**config.mk**
```make
export PLATFORM = sky130hd
export DESIGN_NAME = hmc_back
export DESIGN_NICKNAME = d
export VERILOG_FILES = /design/src/design/hmc_pkg.sv /design/src/design/hmc_back.sv
export SDC_FILE = /design/constraint.sdc
export NUM_CORES = 2
export LEC_CHECK = 0
export ABC_AREA = 1
export BUFFER_PORTS_ARGS = -buffer_cell sky130_fd_sc_hd__buf_2
export CAP_MARGIN = 5
export CORE_UTILIZATION = 70
export CTS_CLUSTER_DIAMETER = 100
export DETAILED_ROUTE_END_ITERATION = 10
export GPL_ROUTABILITY_DRIVEN = 0
export GPL_TIMING_DRIVEN = 0
export PLACE_DENSITY_LB_ADDON = 0.15
export SYNTH_ARGS = -nofsm -noshare
export SYNTH_HDL_FRONTEND = slang
export SYNTH_SLANG_ARGS = --single-unit
```
**constraint.sdc**
```tcl
create_clock -name clk -period 19.7 [get_ports clk]
set_input_delay 0.985 -clock clk [delete_from_list [all_inputs] [get_ports clk]]
set_output_delay 0.985 -clock clk [all_outputs]
set_load 0.005 [all_outputs]
```
**src/design/hmc_pkg.sv**
```systemverilog
// shared types and constants for the hertz / mel scale converter
// no dependencies; imported by every module of the block

package hmc_pkg;

  localparam int unsigned OPERAND_W  = 21;
  localparam int unsigned TDATA_W    = 24;
  localparam int unsigned LOG_STEPS  = 24;
  localparam int unsigned EXP_TERMS  = 13;
  localparam int unsigned LOG_W      = 29;

  localparam logic [20:0] RESULT_MAX = 21'h1FFFFF;

  typedef enum logic {
    OP_HZ_TO_MEL = 1'b0,
    OP_MEL_TO_HZ = 1'b1
  } hmc_op_t;

  // scale constants
  localparam logic [13:0] HTK_BREAK   = 14'd11200;   // 700 hz in 1/16 hz
  localparam logic [13:0] SLN_BREAK_F = 14'd16000;   // 1000 hz in 1/16 hz
  localparam logic [11:0] SLN_BREAK_M = 12'd3840;    // 15 mel in 1/256 mel
  localparam logic [25:0] HTK_MEL_K   = 26'd51194943;
  localparam logic [22:0] HTK_INV_K   = 23'd5498101;
  localparam logic [27:0] SLN_MEL_K   = 28'd169145881;
  localparam logic [28:0] SLN_INV_K   = 29'd426008567;
  localparam logic [29:0] LN2_Q30     = 30'd744261118;
  localparam logic [30:0] Q30_ONE     = 31'h40000000;

  // reciprocals for the linear part of the slaney scale
  localparam logic [21:0] RECIP_25 = 22'((64'd1 << 24) / 25);
  localparam logic [21:0] RECIP_6  = 22'((64'd1 << 24) / 6);

  // log2 in q24, same squaring rule as the hardware, evaluated at elaboration
  function automatic logic [28:0] log2_q24_c(input longint unsigned x);
    longint unsigned y;
    longint unsigned frac;
    longint unsigned p;
    p = 0;
    for (int i = 0; i < 64; i++) begin
      if ((x >> i) != 0) p = longint'(i);
    end
    y = x << (30 - p);
    frac = 0;
    for (int k = 0; k < 24; k++) begin
      y = (y * y) >> 30;
      frac = frac << 1;
      if (y >= (64'd1 << 31)) begin
        y = y >> 1;
        frac = frac | 64'd1;
      end
    end
    return 29'((p << 24) | frac);
  endfunction

  localparam logic [28:0] LOG_HTK_BREAK = log2_q24_c(64'd11200);
  localparam logic [28:0] LOG_SLN_BREAK = log2_q24_c(64'd16000);

  // one item in flight through the pipeline
  typedef struct packed {
    logic        op;
    logic        htk;
    logic        lin;       // linear slaney segment, result already known
    logic        oor;       // exponent beyond range
    logic [3:0]  shift;     // integer part of the exponent
    logic [13:0] lin_res;
    logic [4:0]  lg_p;
    logic [30:0] lg_y;
    logic [23:0] lg_frac;
    logic [29:0] ex_x;
    logic [30:0] ex_term;
    logic [31:0] ex_sum;
  } hmc_item_t;

endpackage

```
**src/design/hmc_back.sv**
```systemverilog
// output stages: final scaling product, rounding, offset and saturation
// depends on hmc_pkg

module hmc_back import hmc_pkg::*; (
  input  logic        clk,
  input  logic        rst,
  input  logic        en,
  input  logic        in_valid,
  input  hmc_item_t   in_item,
  output logic        out_valid,
  output logic [20:0] result,
  output logic        saturated
);

  // stage 1: one shared multiplier, mel scaling or c * 2^f
  logic        vld1;
  logic        op1, htk1, lin1, oor1;
  logic [3:0]  n1;
  logic [13:0] lin_res1;
  logic [60:0] prod1;

  logic [28:0] d_c;
  logic [28:0] a_c;
  logic [31:0] b_c;

  always_comb begin
    d_c = {in_item.lg_p[4:0], in_item.lg_frac}
        - (in_item.htk ? LOG_HTK_BREAK : LOG_SLN_BREAK);
    if (in_item.op == OP_MEL_TO_HZ) begin
      a_c = 29'(in_item.htk ? HTK_BREAK : SLN_BREAK_F);
      b_c = in_item.ex_sum;
    end else begin
      a_c = d_c;
      b_c = in_item.htk ? 32'(HTK_MEL_K) : 32'(SLN_MEL_K);
    end
  end

  always_ff @(posedge clk) begin
    if (rst) begin
      vld1 <= 1'b0;
    end else if (en) begin
      vld1 <= in_valid;
    end
    if (en) begin
      op1      <= in_item.op;
      htk1     <= in_item.htk;
      lin1     <= in_item.lin;
      oor1     <= in_item.oor;
      n1       <= in_item.shift;
      lin_res1 <= in_item.lin_res;
      prod1    <= 61'(a_c) * 61'(b_c);
    end
  end

  // stage 2: round, offset, clamp
  logic [61:0] mh_c, ms_c;
  logic [71:0] sh_c, sr_c;
  logic [41:0] rnd_c;
  logic [42:0] val_c;
  logic        sat_c;

  always_comb begin
    mh_c  = 62'(prod1) + (62'd1 << 31);
    ms_c  = 62'(prod1) + (62'd1 << 39);
    sh_c  = 72'(prod1) << n1;
    sr_c  = sh_c + (72'd1 << 29);
    rnd_c = sr_c[71:30];
    sat_c = 1'b0;
    if (lin1) begin
      val_c = 43'(lin_res1);
    end else if (op1 == OP_HZ_TO_MEL) begin
      val_c = htk1 ? 43'(mh_c[61:32]) : 43'(ms_c[61:40]) + 43'(SLN_BREAK_M);
    end else if (oor1) begin
      val_c = 43'(RESULT_MAX);
      sat_c = 1'b1;
    end else if (htk1) begin
      val_c = (rnd_c >= 42'(HTK_BREAK)) ? 43'(rnd_c - 42'(HTK_BREAK)) : '0;
    end else begin
      val_c = 43'(rnd_c);
    end
    if (val_c > 43'(RESULT_MAX)) begin
      val_c = 43'(RESULT_MAX);
      sat_c = 1'b1;
    end
  end

  always_ff @(posedge clk) begin
    if (rst) begin
      out_valid <= 1'b0;
    end else if (en) begin
      out_valid <= vld1;
    end
    if (en) begin
      result    <= val_c[20:0];
      saturated <= sat_c;
    end
  end

endmodule
```
==> results.txt <==
Worst-path clk slew - 0.07 ns
Primary FF master, synth - edfxtp_1
Synth Register Bits - 93
Initial DRC Count - 3912
Critical path required time - 19.82 ns
Mapped cell area - 39600 um^2
Max Cap Viol - 0
Mean Syn Cell Area - 7.62 um^2
Crit path capture type - flop
CTS buffer count - 9
Final hold violations - 0
Placeable core area - 55500 um^2
Synth Instances - 5199
Post-CTS sizing - 0
Post-DR vias/cell - 5.65
Starting Density - 71.3%
PortBufs - 109
Die width - 240 um
First-pass GRT wire length - 188000 um
DRT antenna net count - 0
CTS tree - built
Clock Sinks - 93
DR WL/cell - 19.0 um
Clock Path Buffers - 2
Layout cells sized above 1 - 4.70%
RSZ-0062 raised after global routing - false
Final Slew Violations - 0
Slew margin rel. - 2.20%
Most frequent cell after synthesis - inv_1
Num ports - 202
Signal arrival time at the worst endpoint - 14.67 ns
Yosys warns - 0
Setup Buffers After CTS - 0
Total grt overflow - 0
Register area share after synthesis - 7.00%
Min Tclk post-route - 14.55 ns
Vias - 35.7k
Drt pass-1 iters - 7
P&R area growth vs syn - 6.95%
Drt total wl - 120000 um
Crit Reg-Reg Startpoint - n1[0]
Clock Skews - 0.0111 ns
Post-DP HPWL - 103000 um
Post-synthesis async set-or-reset flop share - 0%
Crit path max fanout - 13
Cell chosen for the clock root - clkbuf_16
Vias in the first global route - 36.1k
Worst path most repeated cell - fa_1
Top-area cell type share of the netlist area - 40.6%
Setup TNS - 0 ns
R2R depth - 28
Tcrit/Tclk final - 73.8%
Max incr delay on CP - 1.01 ns
Worst hold path startpoint - vld1
CTS Hold Buffers Added - 0
Setup violators final - 0
Core Rows - 86
Post-synth EDFFs - 91
Remaining routing DRC violations - 0
Hold Path Class - flop to flop
Initial antenna violation count - 4
Largest net degree at the start of global routing - 80
H-tree lvl count - 3
CP Launch Type - input pin
Post-synthesis cell type count - 56
Synth cell count leaders - 1385 x inv_1, 1030 x nand2_1, 804 x fa_1
Worst skew pair latency - 0.38 ns
Kind of critical path - input pin to flop
Synth area leader - fa_1
Top cells by area, synth - fa_1 41%, inv_1 13%, nand2_1 9.8%
Worst slew pin tran - 1.46 ns
Hold Path End - vld1
Fmax - 0.0687 GHz
R2r setup slk - 14.91 ns
Hold path cells - 2
Worst reg2reg endpoint - result[7]
Status - completed
Die ar. - 57500 um^2
Critical-path top delay cell - nor3_1
Layout Nets - 6819
Die Ht - 240 um
GRT Util Overall - 43.6%
-- sequential cells by signal, indices dropped and copies added, names as in the netlist --
signal / count
htk1: 1
lin1: 1
lin_res1: 14
n1: 4
oor1: 1
op1: 1
out_valid: 1
prod1: 47
result: 21
saturated: 1
vld1: 1
-- worst max path at each step --
stage            startpoint   endpoint  slack [ns]  cells after the start
2_1_floorplan  in_item[173]  prod1[55]        9.14                     57
3_3_place_gp   in_item[173]  prod1[57]        5.30                     46
3_5_place_dp   in_item[173]  prod1[57]        5.19                     46
4_1_cts        in_item[173]  prod1[57]        5.59                     46
5_1_grt        in_item[173]  prod1[57]        4.56                     46
6_report       in_item[173]  prod1[57]        5.15                     46
-- critical path: cells and delay by family --
family	cells	cell delay (ns)
adders and majority gates	10	4.70
AOI/OAI and AO/OA	12	3.10
buffers and inverters	11	2.97
and+or+nand+nor	12	2.69
xor gates and xnor gates	1	0.19
-- per-stage QoR --
stage	hold WS (ns)	instance area [um^2]	setup slack, ns	util (%)	cells
global route	0.486	42300	4.56	76.3	6324
floorplan	0.430	40500	9.14	-	5449
finish	0.463	42400	5.15	76.3	6328
global placement	0.435	42000	5.30	75.7	6306
detailed placement	0.455	42100	5.19	75.7	6307
CTS	0.467	42300	5.59	76.3	6323
-- metal layers --
metal	global-route usage [%]	wire [um]	part of all wire [%]	vias to the layer above
li1	-	-	-	16000
met1	51.6	41800	35	16700
met2	68.3	53100	44	2406
met3	13.2	15100	13	649
met4	30.5	10100	8.4	2
met5	0	46	0.038	-
-- final cells by class --
type,count,area [um^2]
clock inverter,7,62.6
clock buffer,9,225
sequential,93,2770
buffer,124,602
inverter,1405,5280
antenna,4,10.0
timing repair buffer,111,581
tap,748,936
fill,4270,13200
multi-input combinational,3827,31900
-- placed cells by master (no fill, tap or decap), types with 6 or more instances in the layout --
| master | instances |
|---|---|
| clkbuf_1 | 75 |
| nand2_2 | 17 |
| o211ai_1 | 8 |
| inv_1 | 1385 |
| o21a_1 | 13 |
| o21ai_0 | 117 |
| clkbuf_16 | 9 |
| xnor2_1 | 25 |
| edfxtp_1 | 91 |
| a31oi_1 | 13 |
| buf_4 | 11 |
| fa_1 | 804 |
| buf_2 | 128 |
| xor2_1 | 69 |
| inv_2 | 10 |
| buf_6 | 10 |
| nand3_2 | 25 |
| nor2_1 | 485 |
| clkinv_1 | 9 |
| a21oi_1 | 133 |
| nand4_1 | 40 |
| conb_1 | 252 |
| nor2_4 | 15 |
| nand3_1 | 377 |
| nor2_2 | 20 |
| nor3_1 | 52 |
| nor4_1 | 6 |
| ha_1 | 265 |
| buf_1 | 10 |
| o21ai_1 | 6 |
| nand2_1 | 1030 |
-- cell families (layout without fill, tap and decap cells) --
family                     count (synthesis)  in the layout  synth area share (%)
and+or+nand+nor                         2084           2084                  22.4
adders and majority gates               1069           1069                  49.0
buffers and inverters                   1529           1656                  14.8
AOI/OAI and AO/OA                        328            328                  4.61
xor gates and xnor gates                  94             94                  2.08
DFF                                       93             93                  7.00
other                                      2            256                0.0190
Power is left out: the tool's default activity adds up to more than one toggle a clock period on the data nets, which glitch-free logic cannot reach.
