===== src/design/hmc_pkg.sv =====
// shared types and constants for the hertz / mel scale converter
// no dependencies; imported by every module of the block

package hmc_pkg;

  localparam int unsigned OPERAND_W  = 21;
  localparam int unsigned TDATA_W    = 24;
  localparam int unsigned LOG_STEPS  = 24;
  localparam int unsigned EXP_TERMS  = 13;
  localparam int unsigned LOG_W      = 29;

  localparam logic [20:0] RESULT_MAX = 21'h1FFFFF;

  typedef enum logic {
    OP_HZ_TO_MEL = 1'b0,
    OP_MEL_TO_HZ = 1'b1
  } hmc_op_t;

  // scale constants
  localparam logic [13:0] HTK_BREAK   = 14'd11200;   // 700 hz in 1/16 hz
  localparam logic [13:0] SLN_BREAK_F = 14'd16000;   // 1000 hz in 1/16 hz
  localparam logic [11:0] SLN_BREAK_M = 12'd3840;    // 15 mel in 1/256 mel
  localparam logic [25:0] HTK_MEL_K   = 26'd51194943;
  localparam logic [22:0] HTK_INV_K   = 23'd5498101;
  localparam logic [27:0] SLN_MEL_K   = 28'd169145881;
  localparam logic [28:0] SLN_INV_K   = 29'd426008567;
  localparam logic [29:0] LN2_Q30     = 30'd744261118;
  localparam logic [30:0] Q30_ONE     = 31'h40000000;

  // reciprocals for the linear part of the slaney scale
  localparam logic [21:0] RECIP_25 = 22'((64'd1 << 24) / 25);
  localparam logic [21:0] RECIP_6  = 22'((64'd1 << 24) / 6);

  // log2 in q24, same squaring rule as the hardware, evaluated at elaboration
  function automatic logic [28:0] log2_q24_c(input longint unsigned x);
    longint unsigned y;
    longint unsigned frac;
    longint unsigned p;
    p = 0;
    for (int i = 0; i < 64; i++) begin
      if ((x >> i) != 0) p = longint'(i);
    end
    y = x << (30 - p);
    frac = 0;
    for (int k = 0; k < 24; k++) begin
      y = (y * y) >> 30;
      frac = frac << 1;
      if (y >= (64'd1 << 31)) begin
        y = y >> 1;
        frac = frac | 64'd1;
      end
    end
    return 29'((p << 24) | frac);
  endfunction

  localparam logic [28:0] LOG_HTK_BREAK = log2_q24_c(64'd11200);
  localparam logic [28:0] LOG_SLN_BREAK = log2_q24_c(64'd16000);

  // one item in flight through the pipeline
  typedef struct packed {
    logic        op;
    logic        htk;
    logic        lin;       // linear slaney segment, result already known
    logic        oor;       // exponent beyond range
    logic [3:0]  shift;     // integer part of the exponent
    logic [13:0] lin_res;
    logic [4:0]  lg_p;
    logic [30:0] lg_y;
    logic [23:0] lg_frac;
    logic [29:0] ex_x;
    logic [30:0] ex_term;
    logic [31:0] ex_sum;
  } hmc_item_t;

endpackage


===== src/design/hmc_front.sv =====
// input stages: operand decode, exponent product, log normalize, linear segment
// depends on hmc_pkg

module hmc_front import hmc_pkg::*; (
  input  logic                 clk,
  input  logic                 rst,
  input  logic                 en,
  input  logic                 in_valid,
  input  logic                 in_op,
  input  logic [OPERAND_W-1:0] in_operand,
  input  logic                 htk,
  output logic                 out_valid,
  output hmc_item_t            out_item
);

  // stage 1
  logic        vld1;
  logic        op1, htk1, lin1;
  logic [21:0] lx1;
  logic [49:0] tprod1;
  logic [16:0] num1;

  logic [21:0] lx_c;
  logic [20:0] mop_c;
  logic [28:0] mk_c;
  logic [16:0] num_c;
  logic        lin_c;

  always_comb begin
    lx_c  = htk ? 22'(in_operand) + 22'(HTK_BREAK) : 22'(in_operand);
    mop_c = htk ? in_operand : in_operand - 21'(SLN_BREAK_M);
    mk_c  = htk ? 29'(HTK_INV_K) : SLN_INV_K;
    num_c = (in_op == OP_MEL_TO_HZ) ? 17'(in_operand[11:0]) * 17'd25 + 17'd3
                                    : 17'(in_operand[13:0]) * 17'd6 + 17'd12;
    lin_c = !htk && ((in_op == OP_MEL_TO_HZ) ? (in_operand < 21'(SLN_BREAK_M))
                                             : (in_operand < 21'(SLN_BREAK_F)));
  end

  always_ff @(posedge clk) begin
    if (rst) begin
      vld1 <= 1'b0;
    end else if (en) begin
      vld1 <= in_valid;
    end
    if (en) begin
      op1    <= in_op;
      htk1   <= htk;
      lin1   <= lin_c;
      lx1    <= lx_c;
      tprod1 <= 50'(mop_c) * 50'(mk_c);
      num1   <= num_c;
    end
  end

  // stage 2
  logic        vld2;
  logic        op2, htk2, lin2, oor2;
  logic [3:0]  n2;
  logic [4:0]  p2;
  logic [30:0] y2;
  logic [23:0] f2;
  logic [38:0] qm2;
  logic [16:0] num2;

  logic [4:0]  p_c;
  logic [49:0] tsum_c;
  logic [33:0] t_c;

  always_comb begin
    p_c = '0;
    for (int i = 0; i < 22; i++) begin
      if (lx1[i]) p_c = 5'(i);
    end
    tsum_c = tprod1 + (50'd1 << 15);
    t_c    = tsum_c[49:16];
  end

  always_ff @(posedge clk) begin
    if (rst) begin
      vld2 <= 1'b0;
    end else if (en) begin
      vld2 <= vld1;
    end
    if (en) begin
      op2  <= op1;
      htk2 <= htk1;
      lin2 <= lin1;
      p2   <= p_c;
      y2   <= {9'b0, lx1} << (5'd30 - p_c);
      f2   <= t_c[23:0];
      n2   <= t_c[27:24];
      oor2 <= (|t_c[33:28]) || (t_c[27:24] >= 4'd12);
      qm2  <= 39'(num1) * 39'((op1 == OP_MEL_TO_HZ) ? RECIP_6 : RECIP_25);
      num2 <= num1;
    end
  end

  // stage 3: ln2 scaling of the fraction, linear quotient correction
  logic [53:0] xp_c;
  logic [14:0] qe_c;
  logic [4:0]  d_c;
  logic [16:0] r_c;
  hmc_item_t   item_c;

  always_comb begin
    xp_c = 54'(f2) * 54'(LN2_Q30);
    qe_c = qm2[38:24];
    d_c  = (op2 == OP_MEL_TO_HZ) ? 5'd6 : 5'd25;
    r_c  = num2 - 17'(20'(qe_c) * 20'(d_c));
    item_c          = '0;
    item_c.op       = op2;
    item_c.htk      = htk2;
    item_c.lin      = lin2;
    item_c.oor      = oor2;
    item_c.shift    = n2;
    item_c.lin_res  = 14'(qe_c + 15'(r_c >= 17'(d_c)));
    item_c.lg_p     = p2;
    item_c.lg_y     = y2;
    item_c.lg_frac  = '0;
    item_c.ex_x     = xp_c[53:24];
    item_c.ex_term  = Q30_ONE;
    item_c.ex_sum   = 32'(Q30_ONE);
  end

  always_ff @(posedge clk) begin
    if (rst) begin
      out_valid <= 1'b0;
    end else if (en) begin
      out_valid <= vld2;
    end
    if (en) begin
      out_item <= item_c;
    end
  end

endmodule


===== config.mk =====
export PLATFORM = sky130hd
export DESIGN_NAME = hmc_front
export DESIGN_NICKNAME = d
export VERILOG_FILES = /design/src/design/hmc_pkg.sv /design/src/design/hmc_front.sv
export SDC_FILE = /design/constraint.sdc
export NUM_CORES = 2
export LEC_CHECK = 0
export BUFFER_PORTS_ARGS = -buffer_cell sky130_fd_sc_hd__buf_2
export CORE_UTILIZATION = 50
export CTS_CLUSTER_DIAMETER = 30
export DETAILED_ROUTE_END_ITERATION = 16
export PLACE_DENSITY = 0.75
export SLEW_MARGIN = 20
export SYNTH_ARGS = -nofsm -noshare
export SYNTH_HDL_FRONTEND = slang
export SYNTH_SLANG_ARGS = --single-unit
export TNS_END_PERCENT = 1

===== constraint.sdc =====
create_clock -name clk -period 7.3 [get_ports clk]
set_input_delay 0.365 -clock clk [delete_from_list [all_inputs] [get_ports clk]]
set_output_delay 0.365 -clock clk [all_outputs]
set_load 0.01 [all_outputs]

==> impl_metrics.json <==
{
  "start_util_pct": 50.68,
  "cts_max_path_buffers": 3,
  "die_h_um": 310.2,
  "cp-end-kind": "register",
  "rsz0062_at_grt": "true",
  "antennaDiodeCount": 0,
  "cap_violations": 0,
  "dpl_worst_slack_ns": -0.6094,
  "vias": 31610,
  "antenna_found_initial": 3,
  "cts.htree.levels": 2,
  "dieArea_sq_mm": 0.09625,
  "nFillCells": 7829,
  "setup_tns_ns": 0,
  "finalSetupViolCount": 0,
  "die_x_um": 310.2,
  "overflow": 0,
  "synth-edff-count": 265,
  "worst_ep_required_time_ns": 7.69,
  "setup_slack_ns": 0.1856,
  "run_status": "finished, final reports clean",
  "maxSlewViolCount": 0,
  "gp_congestion": 0.9768,
  "hp-class": "in -> reg",
  "clkSinkCount": 268,
  "cts_buffers": 61,
  "period_share_pct": 97.46,
  "slowest_delay_ns": 0.59,
  "core_area_sq_mm": 0.09375,
  "clk_pin_slew_ns": 0.05,
  "drt_iter0_drc": 1922,
  "crit_fanout": 6,
  "whs_ns": 0.1839,
  "synth_ff_type": "edfxtp_1",
  "clk_latency_ns": 0.66,
  "ys_ff_latch": 268,
  "synth_area_sq_mm": 0.04751,
  "layout.nets": 6515,
  "yosysWarnings": 0,
  "wl_um": 116200,
  "viasPerCell": 5.096,
  "syn_area_per_cell_sq_um": 10.68,
  "slew_headroom_pct": 31.18,
  "drive_gt1_share_pct": 12.59,
  "root_buffer": "clkbuf_16",
  "fin_crit_ns": 7.114,
  "io_buffer_count": 115,
  "drtPass1Iterations": 7,
  "drc": 0,
  "tritoncts": "built",
  "finalInstanceArea_sq_mm": 0.05390,
  "multi_input_area_sq_mm": 0.03484,
  "crit_top_cell": "fa_1",
  "wl_per_cell_um": 18.74,
  "start_kind": "primary input",
  "skew_ns": 0.01863,
  "tightestPinTransition_ns": 1.032,
  "synth-seq-area-share_pct": 16.88,
  "grt_pass1_wl_um": 182800,
  "grt.total_usage_pct": 25.02,
  "synth_async_sr_flop_share_pct": 0,
  "seqCellArea_sq_mm": 0.008018,
  "num_io_pins": 203,
  "hold_viol": 0,
  "dpl_cell_area_sq_mm": 0.05167,
  "syn2layout_area_growth_pct": 13.46,
  "worstSetupPathType": "in -> reg",
  "synth.distinct_cells": 90,
  "syn_inst": 4448,
  "dpl.hpwl_um": 102800,
  "num_rows": 112,
  "grt_pass1_vias": 33740,
  "synth_top_area_cell": "fa_1",
  "crit_slowest_cell": "fa_2",
  "synth_area_leaders": "fa_1, ha_1, edfxtp_1",
  "grt_max_degree": 138,
  "arrival_ns": 7.50,
  "fmax_mhz": 140.6,
  "synth_top_area_share_pct": 35.35,
  "antenna_left": 0
}
[cells in the final DEF, fill, tap and decap left out, drive strengths merged, types with 13 or more instances in the layout]
cell type	instances
inv	1214
fa	839
ha	750
buf	413
edfxtp	265
nand2	199
xnor2	140
a21oi	135
nor2	121
conb	112
o21ai	75
xor2	70
a21o	68
clkbuf	62
mux2i	49
nand3	48
nand2b	31
and3	29
nand4	28
nor2b	26
nor3	23
and2	18
or2	18
clkinv	17
a211oi	16
a31o	13
[worst max-delay path: cells and delay by family]
kind	cells	cell delay, ns
XOR/XNOR	2	0.30
buffers and inverters	8	0.71
AND/OR/NAND/NOR	6	0.90
AO/OA/AOI/OAI	8	1.34
adder cells (fa/ha/maj)	9	3.88
[repair_timing]
action	in CTS	in global routing
gates resized for setup	1	23
pin swaps	0	10
hold buffers	2	0
endpoints found under the setup margin	1	26
hold endpoints to repair	3	0
buffers inserted	0	2
[cells in the mapped netlist (all sizes together), types with 4 or more instances]
cell,n
inv,1196
fa,839
ha,750
edfxtp,265
nand2,199
xnor2,140
a21oi,135
nor2,121
buf,103
o21ai,75
xor2,70
a21o,68
mux2i,49
nand3,48
clkbuf,34
nand2b,31
and3,29
nand4,28
nor2b,26
nor3,23
and2,18
or2,18
a211oi,16
a31o,13
o21bai,12
nor4,11
o21a,11
a31oi,10
or3,10
o31ai,9
o211ai,7
o22ai,7
a21boi,6
nand3b,6
o2111ai,5
o31a,4
[cells by family after synthesis]
family / count (synthesis) / synth area share (%)
adder cells (fa/ha/maj): 1589 / 55.11
buffers and inverters: 1333 / 11.29
AO/OA/AOI/OAI: 414 / 5.628
flip-flops: 268 / 16.88
XOR/XNOR: 210 / 3.927
multiplexers: 55 / 1.254
other: 2 / 0.01581
AND/OR/NAND/NOR: 577 / 5.902
[metrics by stage]
stage               utilization, %  std cells
global route                 57.50       6204
CTS                          57.39       6202
global placement             55.12       6086
detailed placement           55.12       6086
floorplan                        -       4558
finish                       57.50       6204
[area by class of cell]
class | count | share of cell area (%)
Multi-Input combinational cell | 2957 | 64.63
Sequential cell | 268 | 14.87
Inverter | 1196 | 8.329
Timing Repair Buffer | 415 | 5.343
Tap cell | 1254 | 2.911
Clock buffer | 62 | 2.839
Clock inverter | 52 | 1.070
[path summary, 6_finish.rpt]
kind	startpoint	end	slack [ns]	cells after the start
worst min-delay path	in_operand[20]	lin1	0.18	2
worst max register to register	f2[12]	out_item[86]	0.31	24
worst max-delay path	in_operand[12]	tprod1[42]	0.19	33
worst min register to register	p2[4]	out_item[152]	0.40	0
[sequential cells by signal, summed over array words and instances (netlist names)]
register,flops
lin2,1
num2,17
qm2,15
lx1,22
htk2,1
op2,1
tprod1,35
out_valid,1
n2,4
y2,31
htk1,1
oor2,1
num1,17
vld1,1
f2,24
op1,1
vld2,1
p2,5
out_item,88
lin1,1
[layer usage]
layer  global-route usage [%]  up-vias  share of wire (%)
met5                        0        -              0.025
met4                    7.126        6                2.8
met3                    4.856      168                7.4
met2                    41.36      943                 48
met1                    33.46    15740                 42
li1                         -    14760                  -
Power is left out: the tool's default activity adds up to more than one toggle a clock period on the data nets, which glitch-free logic cannot reach.
